## config.mk

```make
export PLATFORM = sky130hd
export DESIGN_NAME = divide_128_by_64
export DESIGN_NICKNAME = d
export VERILOG_FILES = /design/src/hdl/dv128_pkg.sv /design/src/hdl/divide_128_by_64.sv
export SDC_FILE = /design/constraint.sdc
export NUM_CORES = 1
export LEC_CHECK = 0
export BUFFER_PORTS_ARGS = -buffer_cell sky130_fd_sc_hd__buf_2
export CAP_MARGIN = 20
export CELL_PAD_IN_SITES_DETAIL_PLACEMENT = 0
export CELL_PAD_IN_SITES_GLOBAL_PLACEMENT = 1
export CORE_MARGIN = 2
export CORE_UTILIZATION = 41
export CTS_CLUSTER_SIZE = 14
export DETAILED_ROUTE_END_ITERATION = 7
export PLACE_DENSITY_LB_ADDON = 0.1
export SLEW_MARGIN = 20
export SYNTH_ARGS = -nofsm -noshare
export SYNTH_HDL_FRONTEND = slang
export SYNTH_SLANG_ARGS = --single-unit
```

## constraint.sdc

```tcl
create_clock -name clk -period 7.4 [get_ports clk]
set_clock_uncertainty 0.2 [all_clocks]
set_input_delay 1.48 -clock clk [delete_from_list [all_inputs] [get_ports clk]]
set_output_delay 1.48 -clock clk [all_outputs]
set_load 0.01 [all_outputs]
```

## src/hdl/dv128_pkg.sv

```systemverilog
// ----------------------------------------------------------------------------
// dv128_pkg: shared types and constants for the 128 by 64 bit divider
// Transaction structs for both directions, word width and sequencer states.
// ----------------------------------------------------------------------------
package dv128_pkg;

    localparam int WORD_BITS  = 64;
    localparam int STEP_COUNT = 2 * WORD_BITS;
    localparam int COUNT_BITS = $clog2(STEP_COUNT);

    typedef struct packed {
        logic [WORD_BITS-1:0] dividend_high;
        logic [WORD_BITS-1:0] dividend_low;
        logic [WORD_BITS-1:0] divisor_value;
    } in_t;

    typedef struct packed {
        logic [WORD_BITS-1:0] quotient_high;
        logic [WORD_BITS-1:0] quotient_low;
        logic [WORD_BITS-1:0] remainder_value;
        logic                 divide_error;
    } out_t;

    typedef enum logic [2:0] {
        ST_IDLE = 3'b001,
        ST_RUN  = 3'b010,
        ST_DONE = 3'b100
    } state_t;

endpackage

```

## src/hdl/divide_128_by_64.sv

```systemverilog
// ----------------------------------------------------------------------------
// divide_128_by_64: unsigned 128-bit by 64-bit integer divider
// Radix-2 restoring division with one shared 65-bit subtractor.
//
// Usage:
//   - drive operands and raise start; the transaction is taken at a rising
//     edge where start is high and busy is low
//   - busy stays high from the next cycle until the result has been shown
//   - done marks the result on result for exactly one cycle; the
//     receiver cannot hold it off and must take it in that cycle
//   - a nonzero divisor takes 128 subtract steps, one quotient bit per cycle:
//     done rises after the last step, busy drops in the cycle after the
//     done cycle, and the next transaction can be taken at the edge that
//     ends that cycle
//   - a zero divisor skips the loop: done rises the cycle after acceptance
//     with divide_error set, the dividend echoed and a zero remainder
//   - the step rate is set by the single subtract-and-compare unit
//   - reset (rst_n low, asynchronous) returns the sequencer to idle and
//     drops busy and done; no result in flight survives it
// ----------------------------------------------------------------------------
module divide_128_by_64
(
    input  logic             clk,
    input  logic             rst_n,
    input  logic             start,
    output logic             busy,
    input  dv128_pkg::in_t   operands,
    output logic             done,
    output dv128_pkg::out_t  result
);

    localparam int W = dv128_pkg::WORD_BITS;

    dv128_pkg::state_t                state_reg, state_next;
    logic [dv128_pkg::COUNT_BITS-1:0] count_reg, count_next;

    // dividend bits shift out at the top while quotient bits enter at the bottom
    logic [2*W-1:0] dq_reg, dq_next;
    logic [W-1:0]   rem_reg, rem_next;
    logic [W-1:0]   divisor_reg, divisor_next;
    logic           error_reg, error_next;

    logic [W+1:0]   trial;
    logic           take;
    logic           accept;

    assign accept = start && !busy;

    // 65-bit partial remainder minus divisor, extra top bit is the borrow
    assign trial = {1'b0, rem_reg, dq_reg[2*W-1]} - {2'b00, divisor_reg};
    assign take  = !trial[W+1];

    always_comb
    begin
        state_next   = state_reg;
        count_next   = count_reg;
        dq_next      = dq_reg;
        rem_next     = rem_reg;
        divisor_next = divisor_reg;
        error_next   = error_reg;
        unique case (state_reg)
            dv128_pkg::ST_IDLE:
            begin
                if (start)
                begin
                    dq_next      = {operands.dividend_high, operands.dividend_low};
                    rem_next     = '0;
                    divisor_next = operands.divisor_value;
                    count_next   = '0;
                    if (operands.divisor_value == '0)
                    begin
                        error_next = 1'b1;
                        state_next = dv128_pkg::ST_DONE;
                    end
                    else
                    begin
                        error_next = 1'b0;
                        state_next = dv128_pkg::ST_RUN;
                    end
                end
            end
            dv128_pkg::ST_RUN:
            begin
                rem_next   = take ? trial[W-1:0] : {rem_reg[W-2:0], dq_reg[2*W-1]};
                dq_next    = {dq_reg[2*W-2:0], take};
                count_next = count_reg + 1'b1;
                if (count_reg == dv128_pkg::COUNT_BITS'(dv128_pkg::STEP_COUNT - 1))
                begin
                    state_next = dv128_pkg::ST_DONE;
                end
            end
            dv128_pkg::ST_DONE:
            begin
                state_next = dv128_pkg::ST_IDLE;
            end
            default:
            begin
                state_next = dv128_pkg::ST_IDLE;
            end
        endcase
    end

    always_ff @(posedge clk or negedge rst_n)
    begin
        if (!rst_n)
        begin
            state_reg <= dv128_pkg::ST_IDLE;
            count_reg <= '0;
        end
        else
        begin
            state_reg <= state_next;
            count_reg <= count_next;
        end
    end

    always_ff @(posedge clk)
    begin
        dq_reg      <= dq_next;
        rem_reg     <= rem_next;
        divisor_reg <= divisor_next;
        error_reg   <= error_next;
    end

    assign busy = (state_reg != dv128_pkg::ST_IDLE);
    assign done = (state_reg == dv128_pkg::ST_DONE);

    assign result.quotient_high   = dq_reg[2*W-1:W];
    assign result.quotient_low    = dq_reg[W-1:0];
    assign result.remainder_value = rem_reg;
    assign result.divide_error    = error_reg;

    // done is a single-cycle strobe
    assert property (@(posedge clk) disable iff (!rst_n)
        done |=> !done)
        else $error("done held for more than one cycle");

    // zero divisor bypasses the loop
    assert property (@(posedge clk) disable iff (!rst_n)
        accept && (operands.divisor_value == '0) |=> done && result.divide_error)
        else $error("zero divisor did not report an error next cycle");

    // nonzero divisor starts the loop from step zero
    assert property (@(posedge clk) disable iff (!rst_n)
        accept && (operands.divisor_value != '0)
            |=> (state_reg == dv128_pkg::ST_RUN) && (count_reg == '0) && (rem_reg == '0))
        else $error("loop did not start cleanly");

    // the step counter only moves inside the loop
    assert property (@(posedge clk) disable iff (!rst_n)
        (count_reg != '0) |-> (state_reg == dv128_pkg::ST_RUN))
        else $error("step counter nonzero outside the loop");

    // partial remainder stays below the divisor
    assert property (@(posedge clk) disable iff (!rst_n)
        (state_reg == dv128_pkg::ST_RUN) |-> (rem_reg < divisor_reg))
        else $error("partial remainder not below divisor");

    assert property (@(posedge clk) disable iff (!rst_n)
        done && !result.divide_error |-> (result.remainder_value < divisor_reg))
        else $error("final remainder not below divisor");

endmodule
```

# Word level (Yosys, flattened, before mapping)
# Cells that the tools add are included.
# W data, S select, Z words.
# op_classes
addsub,2
eq_ne,7
mux,12
n_reduce_logical,6
# op_table
operator,n
$pmux W128 S2,1
$mux W128,1
$mux W64,2
$pmux W64 S2,1
$sub A65 B64 Y66,1
$logic_not A64 Y1,1
$pmux W7 S2,1
$mux W3,3
$add A7 B1 Y7 const B,1
$eq A7 B7 Y1 const B,1
$mux W7,1
$pmux W3 S2,1
$reduce_and A2 Y1,3
$ne A2 B2 Y1 const B,2
$eq A3 B1 Y1 const B,1
$eq A3 B2 Y1 const B,1
$eq A3 B3 Y1 const B,1
$ne A3 B1 Y1 const B,1
$reduce_bool A2 Y1,1
$logic_not A1 Y1,1
$mux W1,1
# totals
ff_bits,267
inputBits,195
output_inout_bits,195
word_cells,33

# Depth between registers and ports, before layout
# Gate-level depths: netlist (run 1).
# logic_depth
depth_word,4
ltp_mapped,16
mapped_depth_nobuf,15

# Least setup slack after synthesis (run 1)
# OpenSTA, ideal clock, no wires.
# synth_timing
path_kind,input to register
start,input port start
end,register dq_reg[0] (enable)
setup_time_ns,0.544
t_arrival_ns,7.009
path_slack_ns,-0.353
path_stages,4
path_buffers,0
cell_sequence,nand3_1 inv_1 nor2_1 inv_1
# synth_between
elab_chain_cells,2
# synth_rtl
element,line_no,source
from (decl),divide_128_by_64.sv:25,"input logic start,"
$ne A2 B2 Y1 (no source line),-,
$reduce_and A2 Y1 (no source line),-,
to (signal assigned),divide_128_by_64.sv:119,dq_reg <= dq_next;
to (decl),divide_128_by_64.sv:38,"logic [2*W-1:0] dq_reg, dq_next;"
# Every way passes these cells.
# A chain may end at the register's enable or synchronous reset.

# Final worst setup path (run 1)
# layout_timing
start,register rem_reg[3]
end,register rem_reg[1] (data pin)
# layout_between
elab_chain_cells,3
# layout_rtl
element,line_no,source
from (decl),divide_128_by_64.sv:39,"logic [W-1:0] rem_reg, rem_next;"
from (signal assigned),divide_128_by_64.sv:120,rem_reg <= rem_next;
$sub A65 B64 Y66,divide_128_by_64.sv:50,"assign trial = {1'b0, rem_reg, dq_reg[2*W-1]} - {2'b00, divisor_reg};"
$mux W64,divide_128_by_64.sv:84,"rem_next = take ? trial[W-1:0] : {rem_reg[W-2:0], dq_reg[2*W-1]};"
$pmux W64 S2,divide_128_by_64.sv:61,unique case (state_reg)
# Every way passes these cells.

==> key figures, run 1 <==
Yosys
  – Main synth FF type: edfxtp_1
  – Top-count cell post-synth: nand2_1
  – Mean Syn Cell Area: approximately 9.8 um^2
  – Yosys reg bits: ~270
  – Synthesized net count: between 1500 and 2000
  – Top post-synthesis cells by area: edfxtp_1 (52%), nand2_1 (12%), ha_1 (5.5%), a21oi_1 (2.9%), mux2i_1 (2.6%)
  – Post-synth EDFFs: around 260
  – Cell taking the most area after synthesis: edfxtp_1
  – Synth top area share: roughly 52%
  – Share of flip-flops with an asynchronous set or reset: under 10%
  – Top post-synthesis cells by count: nand2_1 (466), edfxtp_1 (257), a21oi_1 (85)
  – Mapped Area: 14700 um^2
  – Cells after synthesis: between 1000 and 1500
  – Synth cell types: a little over 70
  – Yosys warning total: 0
  – Register area share after synthesis: 54.1%

STA
  – Max Clk Rate: around 230 MHz
  – Slew HR: 34.2%
  – Worst-Margin Slew: ~1 ns
  – RSZ-0062 raised after global routing: false
  – Setup TNS: 0 ns
  – Hold Fails Final Rpt: 0
  – Fin crit share: 57.8%
  – Tmin final: roughly 4.3 ns
  – Fin. max-slew vios: 0
  – Final setup viols: 0
  – Worst Hold Slack: between 0.2 and 0.3 ns

Global routing
  – Global-route usage over all layers: roughly 23%
  – Grt total ovfl: 0
  – Vias in the first global route: between 10000 and 15000
  – First-pass GRT wire length: approximately 69000 um
  – Most Used Layer, Global Route: met2
  – Antenna violations before repair: 17
  – Met3 Usage GRT: under 10%
  – Grt met2 use: 38.3%
  – GR Util met1: about 29%
  – Pin count of the biggest net entering global routing: around 120

Setup path
  – Slowest-stage cell, CP: or2_1
  – CP Capture Type: flop
  – CP cell instances: ha_1 > a21o_1 > a211o_1 > o22a_4 > a311oi_4 > nor3_2 > a21oi_2 > o41ai_4 > a211oi_2 > or2_1 > mux2i_1 > nor2_1
  – Max Fanout on Critical Path: 15
  – CP Data Required Time: roughly 7.5 ns
  – Max incr delay on CP: approximately 0.70 ns
  – CP Class: reg -> reg
  – CP arrival: between 4 and 5 ns
  – Startpoint Class: flop

Die
  – Die W: approximately 190 um
  – Core area: 35500 um^2
  – DIE HEIGHT: 194 um
  – Starting density of the core: between 40 and 50%
  – Die area: 37400 um^2
  – Placement Rows: 69
  – I/O pin cnt: 390

Placed design
  – DP Wirelength: 33000 um
  – GPL Wtd Cong: between 0.8 and 0.9
  – Port buffer count: around 390

Hold path
  – Hold Path Class: reg -> reg

Power
  – Lkg Pwr: 8.22 nW
  – PwrDens: around 470 nW/um^2
  – VDD IR max: roughly 0.00024 V

Clock network
  – Clk buf depth: 3
  – H-tree levels: 1
  – Post-CTS sizing: 0
  – Clk root buf: clkbuf_16
  – CTS sink count: 267
  – CTS tree: yes
  – Reg clk slew, reported paths: roughly 0.06 ns
  – Worst-Skew Late Latency: between 0.5 and 0.6 ns
  – Hold buffers post-CTS: 0
  – Post-CTS Setup Repair Bufs: 0
  – Cts bufs inserted: 31

Run
  – MaxCap Viol Count: 0

Finish
  – Fraction of layout cells with a size suffix above 1: 24.6%
  – Max reg flops: 128
  – Syn-to-layout area delta: 22.5%
  – Fin nets: ~2100
  – Fillers: about 3400

Detailed routing
  – Drt wl/cell: roughly 19 um
  – DRT Pass-1 Iters: 5
  – Routed Antenna Nets: 0
  – Drc violations: 0
  – Final wirelength: 44800 um
  – Vias/cell: slightly above 5
  – Routed vias: 12100
  – Detailed Route Iter0 Violations: around 800

Run status
  – Status: complete, no violations
==> report_power, final <==
part           switching (mW)  internal [mW]  total (mW)  leakage [nW]
Clock                   0.623          0.859        1.48         0.474
Sequential              0.341           2.44        2.78          2.59
Combinational            2.61           1.55        4.16          5.15
Total                    3.58           4.85        8.43          8.22
==> path summary, 6_finish.rpt <==
path                                     startpoint                        to  slack (ns)  cells past startpoint
max in group asynchronous                     rst_n  state_reg[0]$_DFFE_PN1P_        6.17                      1
hold reg to reg            count_reg[5]$_DFFE_PN0P_  count_reg[5]$_DFFE_PN0P_        0.29                      1
setup / recovery           rem_reg[3]$_SDFFCE_PN0P_  rem_reg[1]$_SDFFCE_PN0P_        3.12                     12
setup reg to reg           rem_reg[3]$_SDFFCE_PN0P_  rem_reg[1]$_SDFFCE_PN0P_        3.12                     12
min in group asynchronous                     rst_n  count_reg[6]$_DFFE_PN0P_        0.57                      1
hold / removal             count_reg[5]$_DFFE_PN0P_  count_reg[5]$_DFFE_PN0P_        0.29                      1
==> final cells by class <==
type | count | area, um^2 | share of cell area, %
Antenna cell | 8 | 20.0 | 0.111
Clock buffer | 47 | 896 | 4.97
Clock inverter | 8 | 66.3 | 0.368
Inverter | 82 | 312 | 1.73
Multi-Input combinational cell | 1079 | 6170 | 34.2
Sequential cell | 267 | 7970 | 44.2
Tap cell | 461 | 577 | 3.20
Timing Repair Buffer | 398 | 2030 | 11.2
==> layer usage <==
layer  vias to the layer above  part of all wire [%]
li1                       5996                     -
met4                        14                   3.1
met2                       397                    47
met3                        76                   8.3
met5                         -                  0.21
met1                      5642                    41
==> layout by cell type, fill, tap and decap left out, drive strengths merged, types with 23 or more instances in the layout <==
cell type  Yosys  final
a21oi         87     87
buf           12    398
edfxtp       257    257
nor2          82     82
clkbuf        56     47
mux2i         38     38
nand2        466    466
inv           82     82
a21o          31     31
xnor2         37     37
nor4          23     23
o21ai         49     49
ha            65     65
==> logic make-up (layout without fill, tap and decap cells) <==
| logic type | after synthesis | after routing | synth area share, % |
|---|---|---|---|
| mux | 39 | 39 | 2.66 |
| xor+xnor | 57 | 57 | 3.39 |
| flops | 267 | 267 | 54.1 |
| other cells | 0 | 8 | 0 |
| fa+ha+maj | 66 | 66 | 5.66 |
| simple gates | 657 | 657 | 18.6 |
| buf+inv | 150 | 535 | 4.04 |
| compound gates | 260 | 260 | 11.5 |
==> critical path: cells and delay by family, from the launching register on <==
family / cells / cell delay [ns]
AOI/OAI and AO/OA: 7 / 1.91
muxes: 1 / 0.26
adders and majority gates: 1 / 0.37
and+or+nand+nor: 3 / 0.86
DFF: 1 / 0.41
==> metrics by stage <==
step	util, %	instances	total power [mW]	setup WS (ns)	instance area, um^2
floorplan	-	1496	5.66	0.805	14700
global placement	48.1	2287	6.97	2.75	17100
detailed placement	48.1	2287	6.97	2.65	17100
CTS	50.8	2342	8.50	3.10	18000
global route	50.8	2345	9.04	2.88	18000
finish	50.8	2350	8.43	3.12	18000
Power figures use the tool's default switching activity.
==> run 2, diff against run 1 <==
Clock period 7.4 ns to 4.2 ns, I/O delays scaled along.
==> key figures, run 2 (synthesis results as in run 1) <==
Finish
  – Most frequent cells in the layout: nand2_1 (466), buf_2 (389), edfxtp_1 (257)
  – Commonest non-fill, non-tap cell in the layout: nand2_1
  – Fillers: 3384 (unchanged)
  – Post-layout util: 52.2% (+1.4 points)
  – Fraction of layout cells with a size suffix above 1: 27.2% (+2.6 points)
  – Max reg flops: 128 (unchanged)
  – Syn-to-layout area delta: 25.9%
  – Final instance area: 18500 um^2 (+2.8%)
  – Fin nets: 2179 (+2.8%)
  – Finished Layout Cells: 2405 (+2.3%)

Detailed routing
  – Vias/cell: 5.16 (about the same)
  – Routed Antenna Nets: 0 (unchanged)
  – Drc violations: 0 (unchanged)
  – Final wirelength: 46200 um (+2.9%)
  – Drt wl/cell: 19.2 um (+0.58%)
  – DRT Pass-1 Iters: 4 (-1)
  – Detailed Route Iter0 Violations: 672 (-16%)
  – Routed vias: 12400 (+2.3%)

Die
  – Die area: 37400 um^2 (unchanged)
  – Placement Rows: 69 (unchanged)
  – Core area: 35500 um^2 (unchanged)
  – I/O pin cnt: 390 (unchanged)
  – DIE HEIGHT: 194 um (unchanged)
  – Starting density of the core: 41.5% (unchanged)
  – Die W: 194 um (unchanged)

Setup path
  – Max Fanout on Critical Path: 4 (-11)
  – CP arrival: 4.06 ns (-0.32 ns)
  – Startpoint Class: flop
  – CP Class: reg -> reg
  – FF-to-FF setup slack: 0.23 ns (-2.89 ns)
  – CP Data Required Time: 4.29 ns (-3.22 ns)
  – CP Capture Type: flop

Placed design
  – DP Area: 17500 um^2 (+2.6%)
  – DP Wirelength: 34200 um (+3.5%)
  – Port buffer count: 389 (unchanged)
  – Placed insts: 2341 (+2.4%)
  – GPL Wtd Cong: 0.866 (-0.61%)

Clock network
  – H-tree levels: 1 (unchanged)
  – Worst-Skew Late Latency: 0.57 ns (about the same)
  – Clk buf depth: 3 (unchanged)
  – Cts bufs inserted: 31 (unchanged)
  – Reg clk slew, reported paths: 0.07 ns (about the same)
  – CTS sink count: 267 (unchanged)
  – Clk root buf: clkbuf_16
  – CTS tree: yes

Global routing
  – Pin count of the biggest net entering global routing: 139 (+20%)
  – Vias in the first global route: 12400 (+3.6%)
  – First-pass GRT wire length: 70700 um (+2.7%)
  – Antenna violations before repair: 12 (-5)
  – Grt total ovfl: 0 (unchanged)
  – Global-route usage over all layers: 23.9% (+0.73 points)

Run
  – MaxCap Viol Count: 0 (unchanged)

STA
  – Tmin final: 3.97 ns (-0.306 ns)
  – Slew HR: 35.6% (+1.4 points)
  – RSZ-0062 raised after global routing: false
  – Hold Fails Final Rpt: 0 (unchanged)
  – Fin. max-slew vios: 0 (unchanged)
  – Final setup viols: 0 (unchanged)
  – Fin crit share: 94.5% (+37 points)
  – Max Clk Rate: 252 MHz (+7.7%)
  – Worst-Margin Slew: 0.966 ns (-0.0215 ns)

Power
  – VDD IR max: 0.000446 V (+83%)
  – PwrDens: 832 nW/um^2 (+78%)
  – Lkg Pwr: 8.51 nW (+3.5%)

Run status
  – Status: complete, no violations

Hold path
  – Hold Path Class: in -> reg
[run 2: cell types whose count changed in the layout (fill, tap and decap cells not counted), sizes merged]
| cell | change |
|---|---|
| buf | +57 |
| bufinv | +1 |
| clkbuf | -6 |
| clkinv | +4 |
| clkinvlp | +2 |
| diode | -3 |
| dlygate4sd3 | +1 |
| inv | -2 |
| nor2 | +1 |
[run 2: worst paths after layout]
path / start / end / depth (start not counted)
min in group asynchronous: rst_n / count_reg[4]$_DFFE_PN0P_ / 2
min: operands[54] / divisor_reg[54]$_DFFE_PP_ / 1
max: dq_reg[127]$_DFFE_PP_ / rem_reg[40]$_SDFFCE_PN0P_ / 15
max reg2reg: dq_reg[127]$_DFFE_PP_ / rem_reg[40]$_SDFFCE_PN0P_ / 15
max in group asynchronous: rst_n / state_reg[0]$_DFFE_PN1P_ / 2
min reg2reg: count_reg[5]$_DFFE_PN0P_ / count_reg[5]$_DFFE_PN0P_ / 1
[run 2: critical path, cell delays in order, from the launching register on]
cell	delay, ns
edfxtp_1	0.39
inv_1	0.07
ha_1	0.16
inv_1	0.06
fa_1	0.40
a21o_1	0.21
a221o_1	0.37
a311o_1	0.44
a21oi_2	0.18
o31a_1	0.23
o22ai_1	0.18
o21ai_0	0.20
nand2b_1	0.12
a31oi_1	0.24
xor2_1	0.17
a211oi_1	0.08
[run 2: layout make-up]
type                            count  area [um^2]  share of cell area (%)
Antenna cell                        5         12.5                  0.0675
Clock buffer                       41          833                    4.49
Timing Repair Buffer              456         2490                    13.4
Inverter                           82          315                    1.70
Sequential cell                   267         7970                    43.0
Multi-Input combinational cell   1080         6220                    33.6
Clock inverter                     13          119                   0.641
Tap cell                          461          577                    3.11
[run 2: layer usage]
layer,vias up,share of wire (%),GRT usage [%]
met4,16,3.4,8.40
met2,390,47,39.4
li1,6101,-,-
met3,83,7.6,6.76
met1,5808,42,30.0
met5,-,0.22,0
[run 2: repair_timing]
action | in CTS | in global routing
endpoints found under the setup margin | 9 | 24
pin swaps | 1 | 3
hold endpoints to repair | 9 | 0
setup buffers | 0 | 3
cloned | 1 | 0
gates resized for setup | 2 | 3
hold buffers | 1 | 0
[run 2: power breakdown]
| group | total [mW] | internal, mW | switching (mW) | leakage, nW |
|---|---|---|---|---|
| Clock | 2.60 | 1.50 | 1.10 | 0.469 |
| Sequential | 4.88 | 4.30 | 0.588 | 2.59 |
| Combinational | 7.94 | 3.11 | 4.83 | 5.45 |
[run 2: per-stage QoR]
stage                     hold WS (ns)  setup slack (ns)  total power [mW]  setup TNS [ns]
final                            0.261             0.230              15.4               0
after floorplan                  0.245             -1.49              9.99         -285.39
after global placement           0.269            0.0657              12.7               0
after global routing             0.240            0.0227              16.5               0
after CTS                        0.235             0.103              15.5               0
after detailed placement         0.272           -0.0590              12.8          -0.124
